### src/rtl/adsr_pkg.sv
// Shared types and constants for the ADSR envelope generator.
`timescale 1ns / 1ps
package adsr_pkg;

  typedef enum logic [2:0] {
    PH_NOTE_ON = 3'd0,
    PH_ATTACK  = 3'd1,
    PH_DECAY   = 3'd2,
    PH_SUSTAIN = 3'd3,
    PH_RELEASE = 3'd4,
    PH_OFF     = 3'd5
  } phase_t;

  localparam int unsigned LEN_W   = 20;
  localparam int unsigned GAIN_W  = 16;
  localparam int unsigned VOL_W   = 16;
  localparam int unsigned VEL_W   = 15;
  localparam int unsigned NOTE_W  = 32;
  localparam int unsigned EL_W    = 16;
  localparam int unsigned CIDX_W  = 3;
  localparam int unsigned CDATA_W = 20;

  localparam logic [CIDX_W-1:0] REG_ATTACK_LEN   = 3'd0;
  localparam logic [CIDX_W-1:0] REG_DECAY_LEN    = 3'd1;
  localparam logic [CIDX_W-1:0] REG_ATTACK_GAIN  = 3'd2;
  localparam logic [CIDX_W-1:0] REG_DECAY_GAIN   = 3'd3;
  localparam logic [CIDX_W-1:0] REG_SUSTAIN_GAIN = 3'd4;
  localparam logic [CIDX_W-1:0] REG_RELEASE_GAIN = 3'd5;

  localparam logic [LEN_W-1:0]  RST_ATTACK_LEN   = 20'd20000;
  localparam logic [LEN_W-1:0]  RST_DECAY_LEN    = 20'd20000;
  localparam logic [GAIN_W-1:0] RST_ATTACK_GAIN  = 16'd17203;
  localparam logic [GAIN_W-1:0] RST_DECAY_GAIN   = 16'd15237;
  localparam logic [GAIN_W-1:0] RST_SUSTAIN_GAIN = 16'd16384;
  localparam logic [GAIN_W-1:0] RST_RELEASE_GAIN = 16'd16220;

  // Rounding half up before dropping the 14 fraction bits of a Q2.14 gain
  localparam logic [31:0] ROUND_HALF = 32'd8192;

  typedef struct packed {
    logic [LEN_W-1:0]  attack_length_us;
    logic [LEN_W-1:0]  decay_length_us;
    logic [GAIN_W-1:0] attack_gain;
    logic [GAIN_W-1:0] decay_gain;
    logic [GAIN_W-1:0] sustain_gain;
    logic [GAIN_W-1:0] release_gain;
  } cfg_t;

  typedef struct packed {
    logic              op;
    logic [NOTE_W-1:0] note_length_us;
    logic [VEL_W-1:0]  note_velocity;
    logic [EL_W-1:0]   elapsed_us;
  } item_t;

  typedef struct packed {
    logic [VOL_W-1:0] volume;
    logic [2:0]       phase;
  } result_t;

endpackage

### src/rtl/adsr_cfg.sv
// Configuration register file for the envelope generator.
`timescale 1ns / 1ps
module adsr_cfg (
  input  logic                          clk,
  input  logic                          rst_n,
  input  logic                          cfg_valid,
  output logic                          cfg_ready,
  input  logic [adsr_pkg::CIDX_W-1:0]   cfg_index,
  input  logic [adsr_pkg::CDATA_W-1:0]  cfg_data,
  output adsr_pkg::cfg_t                cfg
);
  import adsr_pkg::*;

  cfg_t cfg_r;

  assign cfg_ready = 1'b1;
  assign cfg       = cfg_r;

  always_ff @(posedge clk) begin
    if (!rst_n) begin
      cfg_r.attack_length_us <= RST_ATTACK_LEN;
      cfg_r.decay_length_us  <= RST_DECAY_LEN;
      cfg_r.attack_gain      <= RST_ATTACK_GAIN;
      cfg_r.decay_gain       <= RST_DECAY_GAIN;
      cfg_r.sustain_gain     <= RST_SUSTAIN_GAIN;
      cfg_r.release_gain     <= RST_RELEASE_GAIN;
    end else if (cfg_valid && cfg_ready) begin
      unique case (cfg_index)
        REG_ATTACK_LEN:   cfg_r.attack_length_us <= cfg_data[LEN_W-1:0];
        REG_DECAY_LEN:    cfg_r.decay_length_us  <= cfg_data[LEN_W-1:0];
        REG_ATTACK_GAIN:  cfg_r.attack_gain      <= cfg_data[GAIN_W-1:0];
        REG_DECAY_GAIN:   cfg_r.decay_gain       <= cfg_data[GAIN_W-1:0];
        REG_SUSTAIN_GAIN: cfg_r.sustain_gain     <= cfg_data[GAIN_W-1:0];
        REG_RELEASE_GAIN: cfg_r.release_gain     <= cfg_data[GAIN_W-1:0];
        default: ;  // unmapped index: ignored
      endcase
    end
  end

endmodule

### src/rtl/adsr_core.sv
// Envelope state and its combinational update for one item.
`timescale 1ns / 1ps
module adsr_core (
  input  logic                clk,
  input  logic                rst_n,
  input  logic                step_en,
  input  adsr_pkg::item_t     item,
  input  adsr_pkg::cfg_t      cfg,
  output adsr_pkg::result_t   res
);
  import adsr_pkg::*;

  phase_t            phase_r, phase_nxt;
  logic [VOL_W-1:0]  level_r, level_nxt;
  logic [VEL_W-1:0]  held_r, held_nxt;
  logic [31:0]       elapsed_r, elapsed_nxt;
  logic [31:0]       limit_r, limit_nxt;
  logic [31:0]       sustain_len_r, sustain_len_nxt;
  logic [31:0]       release_len_r, release_len_nxt;

  // working values for a tick
  phase_t            cur_phase;
  logic [VOL_W-1:0]  cur_level;
  logic [31:0]       cur_elapsed;
  logic [31:0]       cur_limit;
  logic [32:0]       sum_wide;
  logic [31:0]       sum_sat;
  logic              running;
  logic [GAIN_W-1:0] gain;
  logic [31:0]       product;
  logic [31:0]       rounded;
  logic [17:0]       scaled;
  logic [VOL_W-1:0]  scaled_sat;
  logic [VOL_W-1:0]  cap;
  logic [VOL_W-1:0]  floor_v;

  // start split of the note length
  logic [31:0]       atk_len32, dec_len32;
  logic [31:0]       rem1, rem2, rel_half;

  always_comb begin
    atk_len32 = {12'd0, cfg.attack_length_us};
    dec_len32 = {12'd0, cfg.decay_length_us};
    rem1      = (item.note_length_us > atk_len32) ? item.note_length_us - atk_len32 : 32'd0;
    rem2      = (rem1 > dec_len32) ? rem1 - dec_len32 : 32'd0;
    rel_half  = {1'b0, rem2[31:1]};
  end

  always_comb begin
    // a tick in note_on first enters attack with a fresh timer
    if (phase_r == PH_NOTE_ON) begin
      cur_phase   = PH_ATTACK;
      cur_level   = {1'b0, held_r};
      cur_elapsed = 32'd0;
      cur_limit   = atk_len32;
    end else begin
      cur_phase   = phase_r;
      cur_level   = level_r;
      cur_elapsed = elapsed_r;
      cur_limit   = limit_r;
    end
    sum_wide = {1'b0, cur_elapsed} + {17'd0, item.elapsed_us};
    sum_sat  = sum_wide[32] ? 32'hFFFF_FFFF : sum_wide[31:0];
    running  = sum_sat < cur_limit;

    unique case (cur_phase)
      PH_ATTACK:  gain = cfg.attack_gain;
      PH_DECAY:   gain = cfg.decay_gain;
      PH_SUSTAIN: gain = cfg.sustain_gain;
      default:    gain = cfg.release_gain;
    endcase
    product    = {16'd0, cur_level} * {16'd0, gain};
    rounded    = product + ROUND_HALF;  // cannot wrap: 16x16 max plus half stays in 32 bits
    scaled     = rounded[31:14];
    scaled_sat = (|scaled[17:16]) ? {VOL_W{1'b1}} : scaled[VOL_W-1:0];
    cap        = {held_r, 1'b0};
    floor_v    = {2'd0, held_r[VEL_W-1:1]};
  end

  always_comb begin
    phase_nxt       = phase_r;
    level_nxt       = level_r;
    held_nxt        = held_r;
    elapsed_nxt     = elapsed_r;
    limit_nxt       = limit_r;
    sustain_len_nxt = sustain_len_r;
    release_len_nxt = release_len_r;
    if (item.op) begin
      release_len_nxt = rel_half;
      sustain_len_nxt = rem2 - rel_half;
      held_nxt        = item.note_velocity;
      level_nxt       = {1'b0, item.note_velocity};
      phase_nxt       = PH_NOTE_ON;
    end else if (phase_r == PH_OFF) begin
      level_nxt = '0;
    end else begin
      level_nxt   = cur_level;
      phase_nxt   = cur_phase;
      elapsed_nxt = cur_elapsed;
      limit_nxt   = cur_limit;
      if (running) begin
        elapsed_nxt = sum_sat;
        unique case (cur_phase)
          PH_ATTACK: level_nxt = (scaled_sat > cap) ? cap : scaled_sat;
          PH_DECAY:  level_nxt = (scaled_sat < floor_v) ? floor_v : scaled_sat;
          default:   level_nxt = scaled_sat;
        endcase
      end else begin
        elapsed_nxt = 32'd0;
        unique case (cur_phase)
          PH_ATTACK: begin
            phase_nxt = PH_DECAY;
            limit_nxt = dec_len32;
          end
          PH_DECAY: begin
            phase_nxt = PH_SUSTAIN;
            limit_nxt = sustain_len_r;
          end
          PH_SUSTAIN: begin
            phase_nxt = PH_RELEASE;
            limit_nxt = release_len_r;
          end
          default: begin
            // release done; timer keeps the summed value
            phase_nxt   = PH_OFF;
            level_nxt   = '0;
            elapsed_nxt = sum_sat;
          end
        endcase
      end
    end
  end

  assign res.volume = level_nxt;
  assign res.phase  = phase_nxt;

  always_ff @(posedge clk) begin
    if (!rst_n) begin
      phase_r       <= PH_OFF;
      level_r       <= '0;
      held_r        <= '0;
      elapsed_r     <= '0;
      limit_r       <= '0;
      sustain_len_r <= '0;
      release_len_r <= '0;
    end else if (step_en) begin
      phase_r       <= phase_nxt;
      level_r       <= level_nxt;
      held_r        <= held_nxt;
      elapsed_r     <= elapsed_nxt;
      limit_r       <= limit_nxt;
      sustain_len_r <= sustain_len_nxt;
      release_len_r <= release_len_nxt;
    end
  end

endmodule

### src/rtl/adsr_envelope_generator_top.sv
// Top level of the ADSR envelope generator: input and result registers around the core.
//
// Input channel (in_*): op = 1 starts a note with in_note_length_us and
// in_note_velocity; op = 0 is a tick that advances the envelope by in_elapsed_us.
// Every item yields exactly one result item on out_volume / out_phase.
// An item is taken when in_valid is high and in_stall is low; a result is
// taken when out_valid is high and out_stall is low.
// Configuration (cfg_*): six registers, written with cfg_valid and cfg_ready
// (always ready); write only while no item is in flight.
// Path: an accepted item goes through the input register, then the result
// register, before its result shows on out_*.
// Throughput: one item per cycle while out_stall is low; the envelope state
// updates in the same cycle the item leaves the input register.
// Stall: with out_stall high the result register holds, one more item can
// wait in the input register, then in_stall rises.
// Reset (rst_n low, synchronous): both registers empty, envelope off at
// volume 0, configuration back to defaults.
`timescale 1ns / 1ps
module adsr_envelope_generator_top (
  input  logic                          clk,
  input  logic                          rst_n,
  input  logic                          in_valid,
  output logic                          in_stall,
  input  logic                          in_op,
  input  logic [adsr_pkg::NOTE_W-1:0]   in_note_length_us,
  input  logic [adsr_pkg::VEL_W-1:0]    in_note_velocity,
  input  logic [adsr_pkg::EL_W-1:0]     in_elapsed_us,
  output logic                          out_valid,
  input  logic                          out_stall,
  output logic [adsr_pkg::VOL_W-1:0]    out_volume,
  output logic [2:0]                    out_phase,
  input  logic                          cfg_valid,
  output logic                          cfg_ready,
  input  logic [adsr_pkg::CIDX_W-1:0]   cfg_index,
  input  logic [adsr_pkg::CDATA_W-1:0]  cfg_data
);
  import adsr_pkg::*;

  cfg_t    cfg;
  item_t   item_r;
  logic    item_valid_r;
  result_t res;
  result_t out_r;
  logic    out_valid_r;
  logic    out_free;
  logic    advance;

  assign out_free = !out_valid_r || !out_stall;
  assign advance  = item_valid_r && out_free;
  assign in_stall = item_valid_r && !out_free;

  adsr_cfg u_cfg (
    .clk       (clk),
    .rst_n     (rst_n),
    .cfg_valid (cfg_valid),
    .cfg_ready (cfg_ready),
    .cfg_index (cfg_index),
    .cfg_data  (cfg_data),
    .cfg       (cfg)
  );

  adsr_core u_core (
    .clk     (clk),
    .rst_n   (rst_n),
    .step_en (advance),
    .item    (item_r),
    .cfg     (cfg),
    .res     (res)
  );

  always_ff @(posedge clk) begin
    if (!rst_n) begin
      item_valid_r <= 1'b0;
    end else if (in_valid && !in_stall) begin
      item_valid_r <= 1'b1;
    end else if (advance) begin
      item_valid_r <= 1'b0;
    end
  end

  always_ff @(posedge clk) begin
    if (in_valid && !in_stall) begin
      item_r.op             <= in_op;
      item_r.note_length_us <= in_note_length_us;
      item_r.note_velocity  <= in_note_velocity;
      item_r.elapsed_us     <= in_elapsed_us;
    end
  end

  always_ff @(posedge clk) begin
    if (!rst_n) begin
      out_valid_r <= 1'b0;
    end else if (advance) begin
      out_valid_r <= 1'b1;
    end else if (!out_stall) begin
      out_valid_r <= 1'b0;
    end
  end

  always_ff @(posedge clk) begin
    if (advance) begin
      out_r <= res;
    end
  end

  assign out_valid  = out_valid_r;
  assign out_volume = out_r.volume;
  assign out_phase  = out_r.phase;

endmodule

### config.mk
export PLATFORM = sky130hd
export DESIGN_NAME = adsr_envelope_generator_top
export DESIGN_NICKNAME = d
export VERILOG_FILES = /design/src/rtl/adsr_pkg.sv /design/src/rtl/adsr_cfg.sv /design/src/rtl/adsr_core.sv /design/src/rtl/adsr_envelope_generator_top.sv
export SDC_FILE = /design/constraint.sdc
export NUM_CORES = 2
export LEC_CHECK = 0
export BUFFER_PORTS_ARGS = -buffer_cell sky130_fd_sc_hd__buf_2
export CAP_MARGIN = 20
export CORE_ASPECT_RATIO = 0.5
export CORE_UTILIZATION = 63
export DETAILED_ROUTE_END_ITERATION = 6
export GPL_ROUTABILITY_DRIVEN = 0
export PLACE_DENSITY = 0.81
export SKIP_CTS_REPAIR_TIMING = 1
export SKIP_LAST_GASP = 1
export SYNTH_ARGS = -nofsm -noshare
export SYNTH_HDL_FRONTEND = slang
export SYNTH_SLANG_ARGS = --single-unit
### constraint.sdc
create_clock -name clk -period 26.8 [get_ports clk]
set_clock_uncertainty 0.05 [all_clocks]
set_input_delay 0 -clock clk [delete_from_list [all_inputs] [get_ports clk]]
set_output_delay 0 -clock clk [all_outputs]
set_load 0.005 [all_outputs]
[Word-level counts from Yosys, hierarchy flattened]
Index checks and enable logic that the tools add are counted.
Cells by class
  add/subtract/negate cells: 5
  equality and inequality tests: 10
  multiplexer cells: 28
  reductions and logical operators: 21
  $lt $le $gt $ge: 5
  bitwise logic cells: 2
  multiply operators: 1
Operators with widths (count)
  32-bit 2-to-1 mux: 8
  16-bit 2-to-1 mux: 8
  32-bit case mux with 3 select lines: 1
  32-bit by 20-bit > comparator with 1-bit output: 2
  32-bit by 20-bit subtractor with 32-bit output: 2
  16-bit case mux with 3 select lines: 1
  32-bit by 16-bit adder with 33-bit output: 1
  32-bit by 14-bit adder with 32-bit output, second input constant: 1
  32-bit less-than comparator: 1
  16-bit by 16-bit multiplier with 32-bit output: 1
  16-bit case mux with 2 select lines: 1
  32-bit by 31-bit subtractor with 32-bit output: 1
  16-bit > comparator: 1
  16-bit by 14-bit less-than comparator with 1-bit output: 1
  2-bit AND reduction: 7
  3-bit by 2-bit == test with 1-bit output, second input constant: 4
  3-bit 2-to-1 mux: 4
  3-bit == test, second input constant: 3
  3-bit case mux with 3 select lines: 1
  3-bit by 1-bit == test with 1-bit output, second input constant: 2
  3-bit logical NOT: 2
  1-bit logical NOT: 4
  1-bit 2-to-1 mux: 4
  1-bit logical AND: 3
  other kinds (7): 8
Storage, ports and cells
  flip-flop bits (word level): 350
  logic and storage cells: 93
  output and inout port bits: 22
  input bits: 92

[Longest topological paths before layout]
  word-level depth: 14
  mapped depth: 48
  depth with buffers taken out: 41

[Cells and area by module]
A second synthesis with hierarchy kept.
Second synthesis, totals
  cell total of the unflattened synthesis: 3690
  area total of the unflattened synthesis: 30709.5 µm²
By module, submodules not included
  adsr_core: area an instance 24105.6 µm², instances 1, seq. area each 3223.1 µm², cells each 3209
  adsr_cfg: area an instance 4027.6 µm², instances 1, seq. area each 2082.0 µm², cells each 390
  adsr_envelope_generator_top: area an instance 2576.2 µm², instances 1, seq. area each 2532.4 µm², cells each 91

[Least setup slack after synthesis]
Ideal clock, no wire load.
  path kind: reg2reg
  start: register u_core.phase_r[0]
  end: register out_r, in the netlist out_volume[9] (data pin)
  slack: 16542 ps
  cell stages (with the launch flop): 44
  arrival time: 9948 ps
  clock period less this slack: 10258 ps
  data required time: 26489 ps
  buffers on the path: 11
  setup time: 261 ps
  cell sequence: dfxtp_1 buf_6 clkbuf_1 or3_1 buf_2 clkbuf_1 clkbuf_1 clkbuf_1 a21o_1 clkbuf_1 nand2_1 fa_1 inv_1 fa_1 fa_1 fa_1 fa_1 inv_1 [... 8 more ...] o21ai_1 xnor2_2 o21a_4 buf_6 buf_6 nand2_1 ha_1 a21o_1 a21o_1 a21oi_1 o21ai_0 o21ai_0 o32ai_1 a211oi_4 buf_6 mux2i_1 o221ai_1 a221o_1
RTL lines
  start: declaration: line adsr_core.sv:13  | phase_t phase_r, phase_nxt;
  start signal: assignment: line adsr_core.sv:147  | phase_r <= phase_nxt;
  end signal: assignment: line adsr_envelope_generator_top.sv:102  | out_r <= res;
  end: declaration: line adsr_envelope_generator_top.sv:43  | result_t out_r;

==> results.md <==
- Clock power share: 22.6%
- YS warnings: 0
- Final hold slack: -9.10 ps
- Worst vdd ir: 0.0000632 V
- Switch Pwr: 0.00102 W
- Violated checks: negative hold slack
- IO buf count: 112
- Sequential share of the synthesized area: 25.9%
- Die W: 312 um
- Slowest cell on crit path: a21oi_1
- First DRT Iteration DRCs: 3130
- Overall die height: 157 um
- Min-delay src: rst_n
- Yosys reg bits: 350
- Count of final setup violators: 0
- Nets: 4443
- Clock Tree Buf Depth: 3
- Global-route wire length before repair: 142000 um
- Core box area: 47200 um^2
- Leakage Power: 14.8 nW
- DR DRC count: 0
- Worst EP arrival: 12420 ps
- Maxcap violations: 0
- Internal Power: 0.00135 W
- Hold depth: 3
- HPWL after DPL: 66200 um
- Crit end category: register
- Main synth FF type: dfxtp_1
- Setup TNS: 0 ps
- Worst-Margin Slew: 1200 ps
- Crit path max-delay family: compound AO/OA/AOI/OAI gates
- RR Endpoint: u_core.level_r[8]$_SDFFE_PN0P_
- Num rows: 56
- Final period utilization: 44.8%
- Reg2reg path depth: 37
- Synth cell types: 90
- Worst skew pair latency: 560 ps
- Cells after Synth: 3781
- Critical Path Start Type: register
- GRT Overall Usage: 36.0%
- I/O pin cnt: 114
- Starting Density: 64.3%
- Syn_nets: 4328
- Vias in the first global route: 27400
- FMAX: 83.2 MHz
- Wire per inst: 20.0 um
- Seq pwr share: 24.5%
- Comb pwr share: 52.9%
- Power density over the cells: 70.8 nW/um^2
- DIE AREA: 49000 um^2
- Hold EP: u_core.limit_r[31]$_SDFFE_PN0P_
- Switching share of power: 43.1%
- Initial antenna violation count: 0
- Layout cells sized above 1: 7.75%
- Synth async-reset ratio: 0%
- Max stage delay on crit path: 940 ps
- Pin count of the biggest net entering global routing: 103
- Worst-path clk slew: 70 ps
- WL final: 91300 um
- Area growth syn-to-layout: 10.6%
- DRT Pass-1 Iters: 7
- Slew headroom: 20.2%
- TritonCTS clock tree: built
- Grt total ovfl: 0
- TritonCTS buffer count: 37
- Core Util, Final: 71.1%
- Via density: 6.28
- Clk root buf: clkbuf_16
- Antenna-violating nets left: 0
- Diodes inserted: 0
- Fin. max-slew vios: 0
- Hold Vio Cnt, Final: 6
- Register-to-register setup slack: 14780 ps
- Post-Syn Area per Cell: 8.02 um^2
- Status: complete, but fails checks
- Critical-path maximum fanout: 83
- Total number of H-tree levels: 2
- Period minus WS final: 12020 ps
- Hold WC Path Type: primary input to register
- Via count: 28700
- Critical path class: register to register
- Synthesized area: 30300 um^2
- Clk sinks: 350
- CP bufs+invs: 6
- RR Startpoint: u_core.phase_r[0]$_SDFFE_PN1P_
- Critical Path RT: 27200 ps
- Crit-path most repeated cell: fa_1
- RSZ-0062 raised after global routing: no
- Post-synth EDFFs: 83
- Fillcell total: 3658
## cells in the mapped netlist, drive strengths merged (36+ instances only)
master	instances	area share (%)
nand2	625	7.7
nor2	412	5.1
inv	361	4.5
a21oi	339	5.6
dfxtp	267	18
ha	257	11
fa	198	13
clkbuf	148	1.8
o21ai	144	2.4
nand3	98	1.7
a21o	86	2.1
edfxtp	83	8.2
xnor2	70	2.0
nor3	51	0.90
xor2	48	1.4
mux2i	45	1.5
and2	42	0.87
a22oi	36	0.89
## per-stage QoR
step           total power (W)  cell area, um^2  setup WS [ps]  hold WS, ps  std cells
5_1_grt                0.00254            33500          14200         16.1       4563
2_1_floorplan          0.00149            30300          16540         48.9       3781
3_5_place_dp           0.00179            31400          15050          128       4405
6_report               0.00237            33500          14780        -9.10       4563
3_3_place_gp           0.00175            31400          15230          126       4402
4_1_cts                0.00233            32600          15080         -446       4473
## registers in the layout (all words and copies together), names as in the netlist
signal and cells:
u_cfg.cfg 104, u_core.sustain_len_r 32, u_core.limit_r 32, u_core.elapsed_r 32
u_core.phase_r 3, out_volume 16, item_r 64, u_core.held_r 15
out_phase 3, out_valid 1, item_valid_r 1, u_core.release_len_r 31
u_core.level_r 16
## worst register-to-register path: cells and delay by family, from the launching register on
family                   cells  cell delay (ps)
adder cells (fa/ha/maj)      8             3750
flip-flops                   1              320
XOR/XNOR                     1              250
buffers and inverters        6             1010
AO/OA/AOI/OAI               17             5180
AND/OR/NAND/NOR              5             1370
## placed cells by master, fill, tap and decap left out, drive strengths merged, types with 83 or more instances in the layout
cell type    count
edfxtp          83
inv            364
nand2          625
nor2           412
fa             198
a21o            86
dfxtp          267
dlygate4sd3     87
ha             257
a21oi          339
buf            162
nand3           98
o21ai          144
## power by group through the flow
| stage | Combinational [W] | Clock, W | Sequential (W) |
|---|---|---|---|
| 2_1_floorplan | 0.000901 | 0 | 0.000587 |
| 3_3_place_gp | 0.00115 | 0 | 0.000592 |
| 3_5_place_dp | 0.00120 | 0 | 0.000592 |
| 4_1_cts | 0.00121 | 0.000537 | 0.000581 |
| 5_1_grt | 0.00140 | 0.000558 | 0.000583 |
| 6_report | 0.00126 | 0.000536 | 0.000582 |
## worst max path at each step
stage / start / to / slack, ps / depth (start not counted)
final: u_core.phase_r[0]$_SDFFE_PN1P_ / u_core.level_r[8]$_SDFFE_PN0P_ / 14780 / 37
after global routing: u_core.phase_r[0]$_SDFFE_PN1P_ / out_volume[12]$_DFFE_PP_ / 14200 / 39
after CTS: u_core.phase_r[0]$_SDFFE_PN1P_ / u_core.level_r[8]$_SDFFE_PN0P_ / 15080 / 36
after detailed placement: u_core.phase_r[0]$_SDFFE_PN1P_ / out_volume[12]$_DFFE_PP_ / 15050 / 36
after global placement: u_core.phase_r[0]$_SDFFE_PN1P_ / out_volume[9]$_DFFE_PP_ / 15230 / 35
after floorplan: u_core.phase_r[0]$_SDFFE_PN1P_ / out_volume[9]$_DFFE_PP_ / 16540 / 43
## area by class of cell
type | count | area [um^2] | area share [%]
Sequential cell | 350 | 7840 | 23.4
Multi-Input combinational cell | 2896 | 20500 | 61.0
Tap cell | 638 | 798 | 2.38
Timing Repair Buffer | 250 | 1820 | 5.42
Clock inverter | 22 | 216 | 0.645
Inverter | 361 | 1360 | 4.06
Clock buffer | 46 | 1030 | 3.08
## logic make-up (layout without fill, tap and decap cells)
logic type	Yosys count	after routing	share of synthesized area, %
simple gates	1393	1393	19.8
compound gates	872	872	18.5
buf+inv	535	679	6.77
fa+ha+maj	455	455	23.7
flops	350	350	25.9
xor+xnor	118	118	3.43
mux	57	57	1.93
other cells	1	1	0.0124
## layer usage
layer / GRT usage (%) / part of all wire [%] / vias to the layer above
li1: - / - / 13100
met1: 45.2 / 39 / 13600
met2: 58.6 / 45 / 1597
met3: 7.47 / 10 / 358
met4: 19.1 / 5.7 / 0
met5: 0 / 0 / -
Power figures use the tool's default switching activity.
